===== src/hw/rtl/battery_charge_estimator_top_macros.svh =====
// Assertion helpers for the estimator RTL (included by bce_queue).
// Define NO_ASSERTIONS to compile them out.
`ifndef BATTERY_CHARGE_ESTIMATOR_TOP_MACROS_SVH
`define BATTERY_CHARGE_ESTIMATOR_TOP_MACROS_SVH
`ifndef NO_ASSERTIONS
// cond implies prop in the same cycle
`define BCE_ASSERT_SAME(label, clk, rst, cond, prop, msg) \
   label: assert property (@(posedge clk) disable iff (rst) (cond) |-> (prop)) \
      else $error(msg);
// cond implies prop in the next cycle
`define BCE_ASSERT_NEXT(label, clk, rst, cond, prop, msg) \
   label: assert property (@(posedge clk) disable iff (rst) (cond) |=> (prop)) \
      else $error(msg);
`else
`define BCE_ASSERT_SAME(label, clk, rst, cond, prop, msg)
`define BCE_ASSERT_NEXT(label, clk, rst, cond, prop, msg)
`endif
`endif


===== src/hw/rtl/bce_pkg.sv =====
package bce_pkg;

   // Converter and field widths
   localparam int unsigned ADC_FULL_SCALE = 4095;
   localparam int unsigned CODE_W = 12;
   localparam int unsigned VREF_W = 11;
   localparam int unsigned MV_W = 14;
   localparam int unsigned PCT_W = 7;

   // Register port
   localparam int unsigned CSR_DATA_W = 32;
   localparam int unsigned CSR_ADDR_W = 3;
   localparam logic [0:0] CSR_IDX_REF_MV = 1'b0;
   localparam logic [VREF_W-1:0] VREF_RESET = 11'd1100;

   // mv = floor(code * vref * 6600 / (ADC_FULL_SCALE * 1000))
   // The fraction is reduced first: gcd(6600, 1000*fs) = 200 * gcd(33, fs).
   localparam int unsigned PROD_W = CODE_W + VREF_W;
   localparam int unsigned MV_GCD = 200 * ((ADC_FULL_SCALE % 3 == 0) ? 3 : 1)
                                        * ((ADC_FULL_SCALE % 11 == 0) ? 11 : 1);
   localparam int unsigned MV_NUM = 6600 / MV_GCD;
   localparam int unsigned MV_DEN = (ADC_FULL_SCALE * 1000) / MV_GCD;
   localparam int unsigned MV_DEN_W = $clog2(MV_DEN + 1);
   // Rounded-up reciprocal: exact for every product below 2**PROD_W
   localparam int unsigned MV_SHIFT = PROD_W + MV_DEN_W;
   localparam longint unsigned MV_MULT =
      ((64'd1 << MV_SHIFT) * MV_NUM + MV_DEN - 1) / MV_DEN;
   localparam int unsigned MV_MULT_W = $clog2(MV_MULT + 1);
   localparam int unsigned MV_PROD_W = PROD_W + MV_MULT_W;
   localparam int unsigned MV_FULL_W = MV_PROD_W - MV_SHIFT;
   localparam int unsigned MV_CMP_W = (MV_FULL_W > MV_W) ? MV_FULL_W : MV_W;

   // Voltage thresholds
   localparam int unsigned LEVEL_W = 13;
   localparam logic [MV_W-1:0] MV_FIELD_MAX = 14'd16383;
   localparam logic [LEVEL_W-1:0] MV_FULL_LEVEL = 13'd4200;
   localparam logic [LEVEL_W-1:0] MV_EMPTY_LEVEL = 13'd3000;
   localparam logic [PCT_W-1:0] PCT_FULL = 7'd100;
   localparam logic [PCT_W-1:0] PCT_EMPTY = 7'd0;

   // Discharge curve, highest point first
   localparam int unsigned CURVE_POINTS = 12;
   localparam int unsigned SEG_W = $clog2(CURVE_POINTS);
   localparam logic [LEVEL_W-1:0] CURVE_MV [CURVE_POINTS] = '{
      13'd4200, 13'd4120, 13'd4100, 13'd4050, 13'd3950, 13'd3820,
      13'd3750, 13'd3680, 13'd3600, 13'd3480, 13'd3300, 13'd3000
   };
   localparam logic [PCT_W-1:0] CURVE_PCT [CURVE_POINTS] = '{
      7'd100, 7'd97, 7'd95, 7'd90, 7'd80, 7'd60,
      7'd40, 7'd20, 7'd10, 7'd5, 7'd2, 7'd0
   };

   // Per-segment data, indexed by the lower point of the segment.
   // Rise is pct[i-1] - pct[i]; widest segment span is 300 mV.
   localparam int unsigned OFF_W = 9;
   localparam int unsigned RISE_W = 5;
   localparam int unsigned NUM_W = RISE_W + OFF_W;
   localparam logic [RISE_W-1:0] SEG_RISE [CURVE_POINTS] = '{
      5'd0, 5'd3, 5'd2, 5'd5, 5'd10, 5'd20,
      5'd20, 5'd20, 5'd10, 5'd5, 5'd3, 5'd2
   };
   // ceil(2**22 / span): exact floor division for every numerator used
   localparam int unsigned RECIP_SHIFT = 22;
   localparam int unsigned RECIP_W = 18;
   localparam int unsigned QUOT_PROD_W = NUM_W + RECIP_W;
   localparam logic [RECIP_W-1:0] SEG_RECIP [CURVE_POINTS] = '{
      18'd0, 18'd52429, 18'd209716, 18'd83887, 18'd41944, 18'd32264,
      18'd59919, 18'd59919, 18'd52429, 18'd34953, 18'd23302, 18'd13982
   };

   // Queue between front and back
   localparam int unsigned QUEUE_DEPTH = 4;
   localparam int unsigned QPTR_W = $clog2(QUEUE_DEPTH);
   localparam int unsigned QCNT_W = $clog2(QUEUE_DEPTH + 1);

   typedef struct packed {
      logic [MV_W-1:0]  mv;
      logic             full;
      logic             empty;
      logic [SEG_W-1:0] seg;
      logic [OFF_W-1:0] off;
   } seg_entry_type;

   typedef struct packed {
      logic          push;
      seg_entry_type entry;
   } queue_push_type;

   typedef struct packed {
      logic [QCNT_W-1:0] level;
      logic              nonempty;
   } queue_status_type;

endpackage


===== src/hw/rtl/battery_charge_estimator_top.sv =====
// Battery charge estimator: each request carries one 12-bit converter code of
// the battery voltage divided by 6.6 and yields one response with the battery
// voltage in mV (saturated at 16383) and the state of charge in percent from a
// 12-point discharge curve. One request is taken per cycle while req_stall is
// low; each response passes through two multiplier stages in the front end,
// the queue write and two stages (segment multiply, reciprocal divide) in the
// back end. A four-entry queue parts the two ends; a stalled response side
// holds off requests once the queue and the two front multiplier stages together
// hold four requests, with two more held in the back-end stages.
// The reference voltage register (reset 1100 mV) sits at byte address 0 of the
// register port and should be written only while no requests are in flight.
module battery_charge_estimator_top (
   input  logic                            clock,
   input  logic                            reset,
   input  logic                            req_valid,
   output logic                            req_stall,
   input  logic [bce_pkg::CODE_W-1:0]      req_adc_code,
   output logic                            rsp_valid,
   input  logic                            rsp_stall,
   output logic [bce_pkg::MV_W-1:0]        rsp_battery_millivolts,
   output logic [bce_pkg::PCT_W-1:0]       rsp_charge_percent,
   input  logic                            csr_psel,
   input  logic                            csr_penable,
   input  logic                            csr_pwrite,
   input  logic [bce_pkg::CSR_ADDR_W-1:0]  csr_paddr,
   input  logic [bce_pkg::CSR_DATA_W-1:0]  csr_pwdata,
   output logic [bce_pkg::CSR_DATA_W-1:0]  csr_prdata,
   output logic                            csr_pready
);
   import bce_pkg::*;

   logic [VREF_W-1:0]  ref_mv_ff, ref_mv_in;
   logic               csr_hit;
   queue_push_type     q_push;
   queue_status_type   q_status;
   seg_entry_type      q_head;
   logic               q_pop;

   // Reference voltage register
   assign csr_hit    = (csr_paddr[CSR_ADDR_W-1] == CSR_IDX_REF_MV);
   assign csr_pready = 1'b1;
   assign csr_prdata = csr_hit ? CSR_DATA_W'(ref_mv_ff) : '0;

   always_comb begin
      ref_mv_in = ref_mv_ff;
      if (csr_psel && csr_penable && csr_pwrite && csr_hit) begin
         ref_mv_in = csr_pwdata[VREF_W-1:0];
      end
   end

   always_ff @(posedge clock) begin
      if (reset) begin
         ref_mv_ff <= VREF_RESET;
      end else begin
         ref_mv_ff <= ref_mv_in;
      end
   end

   bce_front u_front (
      .clock        (clock),
      .reset        (reset),
      .req_valid    (req_valid),
      .req_stall    (req_stall),
      .req_adc_code (req_adc_code),
      .ref_mv       (ref_mv_ff),
      .q_status     (q_status),
      .q_push       (q_push)
   );

   bce_queue u_queue (
      .clock    (clock),
      .reset    (reset),
      .q_push   (q_push),
      .q_pop    (q_pop),
      .q_head   (q_head),
      .q_status (q_status)
   );

   bce_back u_back (
      .clock                  (clock),
      .reset                  (reset),
      .q_status               (q_status),
      .q_head                 (q_head),
      .q_pop                  (q_pop),
      .rsp_valid              (rsp_valid),
      .rsp_stall              (rsp_stall),
      .rsp_battery_millivolts (rsp_battery_millivolts),
      .rsp_charge_percent     (rsp_charge_percent)
   );

endmodule


===== src/hw/rtl/bce_front.sv =====
module bce_front (
   input  logic                           clock,
   input  logic                           reset,
   input  logic                           req_valid,
   output logic                           req_stall,
   input  logic [bce_pkg::CODE_W-1:0]     req_adc_code,
   input  logic [bce_pkg::VREF_W-1:0]     ref_mv,
   input  bce_pkg::queue_status_type      q_status,
   output bce_pkg::queue_push_type        q_push
);
   import bce_pkg::*;

   logic                 accept;
   logic [QCNT_W-1:0]    committed;
   logic                 v1_ff, v1_in, v2_ff, v2_in;
   logic [PROD_W-1:0]    p1_ff, p1_in;
   logic [MV_PROD_W-1:0] p2_ff, p2_in;
   logic [MV_CMP_W-1:0]  mv_wide;
   logic [SEG_W-1:0]     seg;
   logic [LEVEL_W-1:0]   off_full;
   seg_entry_type        entry;

   // Hold off while the queue could not absorb everything in flight
   assign committed = q_status.level + QCNT_W'(v1_ff) + QCNT_W'(v2_ff);
   assign req_stall = (committed >= QCNT_W'(QUEUE_DEPTH));
   assign accept    = req_valid && !req_stall;

   // Stage 1: code times reference; stage 2: times reciprocal
   always_comb begin
      v1_in = accept;
      p1_in = PROD_W'(req_adc_code) * PROD_W'(ref_mv);
      v2_in = v1_ff;
      p2_in = MV_PROD_W'(p1_ff) * MV_PROD_W'(MV_MULT);
   end

   always_ff @(posedge clock) begin
      if (reset) begin
         v1_ff <= 1'b0;
         v2_ff <= 1'b0;
      end else begin
         v1_ff <= v1_in;
         v2_ff <= v2_in;
      end
   end

   always_ff @(posedge clock) begin
      p1_ff <= p1_in;
      p2_ff <= p2_in;
   end

   // Classify: saturate, end flags, curve segment and offset into it
   always_comb begin
      mv_wide = MV_CMP_W'(p2_ff >> MV_SHIFT);
      seg = SEG_W'(CURVE_POINTS - 1);
      for (int i = CURVE_POINTS - 1; i >= 1; i--) begin
         if (mv_wide >= MV_CMP_W'(CURVE_MV[i])) begin
            seg = SEG_W'(i);
         end
      end
      off_full = LEVEL_W'(mv_wide) - CURVE_MV[seg];
      entry.mv = (mv_wide > MV_CMP_W'(MV_FIELD_MAX)) ? MV_FIELD_MAX : MV_W'(mv_wide);
      entry.full = (mv_wide >= MV_CMP_W'(MV_FULL_LEVEL));
      entry.empty = (mv_wide <= MV_CMP_W'(MV_EMPTY_LEVEL));
      entry.seg = seg;
      entry.off = off_full[OFF_W-1:0];
      q_push.push = v2_ff;
      q_push.entry = entry;
   end

endmodule


===== src/hw/rtl/bce_queue.sv =====
`include "battery_charge_estimator_top_macros.svh"

module bce_queue (
   input  logic                       clock,
   input  logic                       reset,
   input  bce_pkg::queue_push_type    q_push,
   input  logic                       q_pop,
   output bce_pkg::seg_entry_type     q_head,
   output bce_pkg::queue_status_type  q_status
);
   import bce_pkg::*;

   seg_entry_type       entry_ff [QUEUE_DEPTH];
   logic [QPTR_W-1:0]   wr_ptr_ff, wr_ptr_in;
   logic [QPTR_W-1:0]   rd_ptr_ff, rd_ptr_in;
   logic [QCNT_W-1:0]   level_ff, level_in;

   // Pointer and fill level update
   always_comb begin
      wr_ptr_in = wr_ptr_ff + QPTR_W'(q_push.push);
      rd_ptr_in = rd_ptr_ff + QPTR_W'(q_pop);
      level_in  = level_ff + QCNT_W'(q_push.push) - QCNT_W'(q_pop);
   end

   always_ff @(posedge clock) begin
      if (reset) begin
         wr_ptr_ff <= '0;
         rd_ptr_ff <= '0;
         level_ff  <= '0;
      end else begin
         wr_ptr_ff <= wr_ptr_in;
         rd_ptr_ff <= rd_ptr_in;
         level_ff  <= level_in;
      end
   end

   // Entry storage
   always_ff @(posedge clock) begin
      if (q_push.push) begin
         entry_ff[wr_ptr_ff] <= q_push.entry;
      end
   end

   assign q_head            = entry_ff[rd_ptr_ff];
   assign q_status.level    = level_ff;
   assign q_status.nonempty = (level_ff != '0);

   `BCE_ASSERT_SAME(a_no_push_full, clock, reset, level_ff == QCNT_W'(QUEUE_DEPTH), !q_push.push, "request pushed into full queue")
   `BCE_ASSERT_SAME(a_no_pop_empty, clock, reset, level_ff == '0, !q_pop, "pop from empty queue")
   `BCE_ASSERT_NEXT(a_level_up, clock, reset, q_push.push && !q_pop, level_ff == $past(level_ff) + QCNT_W'(1), "queue level did not rise")
   `BCE_ASSERT_NEXT(a_level_down, clock, reset, q_pop && !q_push.push, level_ff == $past(level_ff) - QCNT_W'(1), "queue level did not fall")

endmodule


===== src/hw/rtl/bce_back.sv =====
module bce_back (
   input  logic                        clock,
   input  logic                        reset,
   input  bce_pkg::queue_status_type   q_status,
   input  bce_pkg::seg_entry_type      q_head,
   output logic                        q_pop,
   output logic                        rsp_valid,
   input  logic                        rsp_stall,
   output logic [bce_pkg::MV_W-1:0]    rsp_battery_millivolts,
   output logic [bce_pkg::PCT_W-1:0]   rsp_charge_percent
);
   import bce_pkg::*;

   logic                   advance;
   logic                   b1_valid_ff, b1_valid_in;
   seg_entry_type          b1_entry_ff;
   logic [NUM_W-1:0]       b1_num_ff, b1_num_in;
   logic                   out_valid_ff, out_valid_in;
   logic [MV_W-1:0]        out_mv_ff;
   logic [PCT_W-1:0]       out_pct_ff, out_pct_in;
   logic [QUOT_PROD_W-1:0] quot_prod;
   logic [PCT_W-1:0]       quot;
   logic [PCT_W-1:0]       interp;

   // Whole back end moves when the output slot is free or being taken
   assign advance = !out_valid_ff || !rsp_stall;
   assign q_pop   = advance && q_status.nonempty;

   // Stage 1: rise times offset
   always_comb begin
      b1_valid_in = q_pop;
      b1_num_in   = NUM_W'(SEG_RISE[q_head.seg]) * NUM_W'(q_head.off);
   end

   // Stage 2: divide by span via reciprocal, add lower point, clamp
   always_comb begin
      quot_prod = QUOT_PROD_W'(b1_num_ff) * QUOT_PROD_W'(SEG_RECIP[b1_entry_ff.seg]);
      quot      = PCT_W'(quot_prod >> RECIP_SHIFT);
      interp    = CURVE_PCT[b1_entry_ff.seg] + quot;
      if (b1_entry_ff.full) begin
         out_pct_in = PCT_FULL;
      end else if (b1_entry_ff.empty) begin
         out_pct_in = PCT_EMPTY;
      end else if (interp > PCT_FULL) begin
         out_pct_in = PCT_FULL;
      end else begin
         out_pct_in = interp;
      end
      out_valid_in = b1_valid_ff;
   end

   always_ff @(posedge clock) begin
      if (reset) begin
         b1_valid_ff  <= 1'b0;
         out_valid_ff <= 1'b0;
      end else if (advance) begin
         b1_valid_ff  <= b1_valid_in;
         out_valid_ff <= out_valid_in;
      end
   end

   always_ff @(posedge clock) begin
      if (advance) begin
         b1_entry_ff <= q_head;
         b1_num_ff   <= b1_num_in;
         out_mv_ff   <= b1_entry_ff.mv;
         out_pct_ff  <= out_pct_in;
      end
   end

   assign rsp_valid              = out_valid_ff;
   assign rsp_battery_millivolts = out_mv_ff;
   assign rsp_charge_percent     = out_pct_ff;

endmodule

===== config.mk =====
export PLATFORM = sky130hd
export DESIGN_NAME = battery_charge_estimator_top
export DESIGN_NICKNAME = d
export VERILOG_FILES = /design/src/hw/rtl/bce_pkg.sv /design/src/hw/rtl/battery_charge_estimator_top.sv /design/src/hw/rtl/bce_front.sv /design/src/hw/rtl/bce_queue.sv /design/src/hw/rtl/bce_back.sv
export VERILOG_INCLUDE_DIRS = /design/src /design/src/hw/rtl
export SDC_FILE = /design/constraint.sdc
export NUM_CORES = 2
export LEC_CHECK = 0
export BUFFER_PORTS_ARGS = -buffer_cell sky130_fd_sc_hd__buf_2
export CAP_MARGIN = 20
export CORE_MARGIN = 2
export CORE_UTILIZATION = 50
export DETAILED_ROUTE_END_ITERATION = 10
export PLACE_DENSITY = 0.72
export SLEW_MARGIN = 20
export SYNTH_ARGS = -nofsm -noshare
export SYNTH_HDL_FRONTEND = slang
export SYNTH_HIERARCHICAL = 1
export SYNTH_SLANG_ARGS = --single-unit
export TNS_END_PERCENT = 30

===== constraint.sdc =====
create_clock -name clock -period 12.3 [get_ports clock]
set_clock_uncertainty 0.2 [all_clocks]
set_input_delay 1.845 -clock clock [delete_from_list [all_inputs] [get_ports clock]]
set_output_delay 1.845 -clock clock [all_outputs]
set_load 0.03 [all_outputs]

==> out/metrics.csv <==
metric;value;unit
yosys.area.top_type_share;30.4;%
die_h;254;µm
postCtsSetupBuffers;0;
routed_wl;65100;µm
post-route-period-util;81.5;%
crit_required;12.37;ns
cts_tree;yes;
hold_path_class;flip-flop to flip-flop;
slowest_delay;0.93;ns
maxSlewViolCount;0;
yosys.area.top_type;fa_1;
status;completed;
ios;110;
num_rows;91;
synthDistinctLibCells;85;
synthTopCellsByArea;fa_1, ha_1, edfxtp_1, inv_1, dfxtp_1;
grt_setup_unrepaired;false;
clockBufferDepth;3;
cp_common_cell;fa_1;
area_delta_synth_final;5.73;%
clock_sinks;230;
initial_core_util;50.6;%
clkLatencyLatePin;0.54;ns
critPathCaptureType;flip-flop;
postSynthCellCount;3003;
critical_path_arrival;10.10;ns
routabilityCongestion;0.959;
antenna_found_initial;0;
ys_seq_area_share;20.2;%
avgViaCountPerCell;5.21;
yosysWarnings;6;
final_area;0.0331;mm²
ys.flop_type;edfxtp_1;
fmax;99.7;MHz
vias;20100;
fin_nets;3994;
cts_buffers;23;
post_cts_resized;0;
finalHoldViolCount;0;
ant_nets;0;
root_buffer;clkbuf_16;
ys_ff_latch;230;
max-slew-margin-rel;29.9;%
grt_util_all_layers;20.8;%
synth_area_per_cell;10.4;µm²
synth_area;0.0313;mm²
drt_iter0_drc;1105;
grt_pass1_wl;107000;µm
hold_buffers;0;
drt-pass1-iter-count;5;
core_area;0.0618;mm²
fin_tns_setup;0;ns
gr-total-overflow;0;
maxCapViolations;0;
diodes;0;
die_area;0.0646;mm²
async_flop_share;0;%
crit_path_start_kind;flip-flop;
die_width;254;µm
cts_max_level;1;
grt_max_degree;56;
portBuffers;64;
grt_pass1_vias;20900;
period_needed;10.03;ns
routedWlPerCell;16.8;µm
slowest_stage;edfxtp_1;
placed_area;0.0323;mm²
synth_edf_count;171;
dp_hpwl;51800;µm
worstSetupPathType;flip-flop to flip-flop;
drc;0;
crit_fanout;27;
drive_above_1_share;6.14;%
setup_viol;0;
worstMarginPinSlew;1.05;ns
path_clk_slew;0.07;ns
fill_cells;5389;
[area by class of cell]
| cell class | count | area (µm²) | area share (%) |
|---|---|---|---|
| clock buffers | 26 | 597 | 1.80 |
| inverters | 665 | 2500 | 7.55 |
| repair buffers | 82 | 455 | 1.38 |
| well taps | 837 | 1050 | 3.17 |
| flip-flops and latches | 230 | 6320 | 19.1 |
| multi-input cells | 2011 | 22000 | 66.4 |
| clock inverters | 16 | 195 | 0.590 |
[metrics by stage]
step                      hold slack [ns]  cells  utilization (%)  setup WS (ns)
after detailed placement            0.205   3825             52.2           2.36
after global routing                0.230   3867             53.5           1.65
after global placement              0.203   3825             52.2           2.47
after CTS                           0.220   3867             53.5           2.33
final                               0.218   3867             53.5           2.27
after floorplan                     0.200   3023                -           3.62
[cell usage after synthesis (13+ instances only)]
library cell / instances
a211oi_1: 16
a21o_1: 28
a21oi_1: 77
and2_1: 186
and3_1: 22
buf_4: 25
clkbuf_1: 76
dfxtp_1: 59
edfxtp_1: 171
fa_1: 475
ha_1: 452
inv_1: 665
mux2i_1: 14
mux4_2: 28
nand2_1: 258
nand2b_1: 23
nand3_1: 23
nor2_1: 66
nor2b_1: 34
nor3_1: 20
o211ai_1: 13
o21a_1: 14
o21ai_0: 52
xnor2_1: 48
xor2_1: 17
[critical path, delay by kind of cell, from the launching register on]
| kind | cells | cell delay [ns] |
|---|---|---|
| xor gates and xnor gates | 1 | 0.16 |
| AOI/OAI and AO/OA | 9 | 1.78 |
| buffers and inverters | 4 | 0.38 |
| DFF | 1 | 0.93 |
| adders and majority gates | 8 | 3.75 |
| muxes | 1 | 0.26 |
| and+or+nand+nor | 8 | 2.29 |
[final timing paths]
kind | depth (start not counted) | slack, ns | start | to
min | 0 | 0.22 | u_back/b1_entry_ff[24] | u_back/rsp_battery_millivolts[9]
min reg2reg | 0 | 0.22 | u_back/b1_entry_ff[24] | u_back/rsp_battery_millivolts[9]
max reg2reg | 31 | 2.27 | u_back/b1_entry_ff[12] | u_back/rsp_charge_percent[1]
max | 31 | 2.27 | u_back/b1_entry_ff[12] | u_back/rsp_charge_percent[1]
[layer usage]
metal / vias to the layer above / routed length (µm) / track usage (%)
li1: 9503 / - / -
met1: 10100 / 28400 / 28.4
met2: 477 / 31800 / 35.2
met3: 74 / 3560 / 2.84
met4: 0 / 1380 / 4.62
met5: - / 0 / 0.226
[layout by cell type, fill, tap and decap left out, types with 28 or more instances in the layout]
master and n:
a21o_1 28, a21oi_1 75, and2_1 186, buf_2 64
dfxtp_1 58, edfxtp_1 171, fa_1 475, ha_1 452
inv_1 665, mux4_2 28, nand2_1 257, nor2_1 65
nor2b_1 34, o21ai_0 52, xnor2_1 48
[kinds of logic (layout without fill, tap and decap cells)]
kind of cell	count (synthesis)	count (layout)	synth area share (%)
and+or+nand+nor	688	688	11.3
adders and majority gates	927	927	48.5
AOI/OAI and AO/OA	261	261	5.51
muxes	45	45	2.63
buffers and inverters	782	789	9.89
other	2	22	0.0240
DFF	230	230	20.2
xor gates and xnor gates	68	68	2.04
[sequential cells by signal, indices dropped and copies added, names as in the netlist]
| name | flops |
|---|---|
| u_front/p2_ff | 14 |
| u_back/rsp_valid | 1 |
| u_front/v1_ff | 1 |
| u_queue/rd_ptr_ff | 2 |
| u_queue/level_ff | 3 |
| u_back/b1_entry_ff | 20 |
| u_front/p1_ff | 23 |
| u_back/b1_valid_ff | 1 |
| u_back/rsp_charge_percent | 7 |
| u_back/rsp_battery_millivolts | 14 |
| ref_mv_ff | 11 |
| u_front/v2_ff | 1 |
| u_queue/entry_ff | 116 |
| u_queue/wr_ptr_ff | 2 |
| u_back/b1_num_ff | 14 |
Power is left out: the tool's default activity adds up to more than one toggle a clock period on the data nets, which glitch-free logic cannot reach.
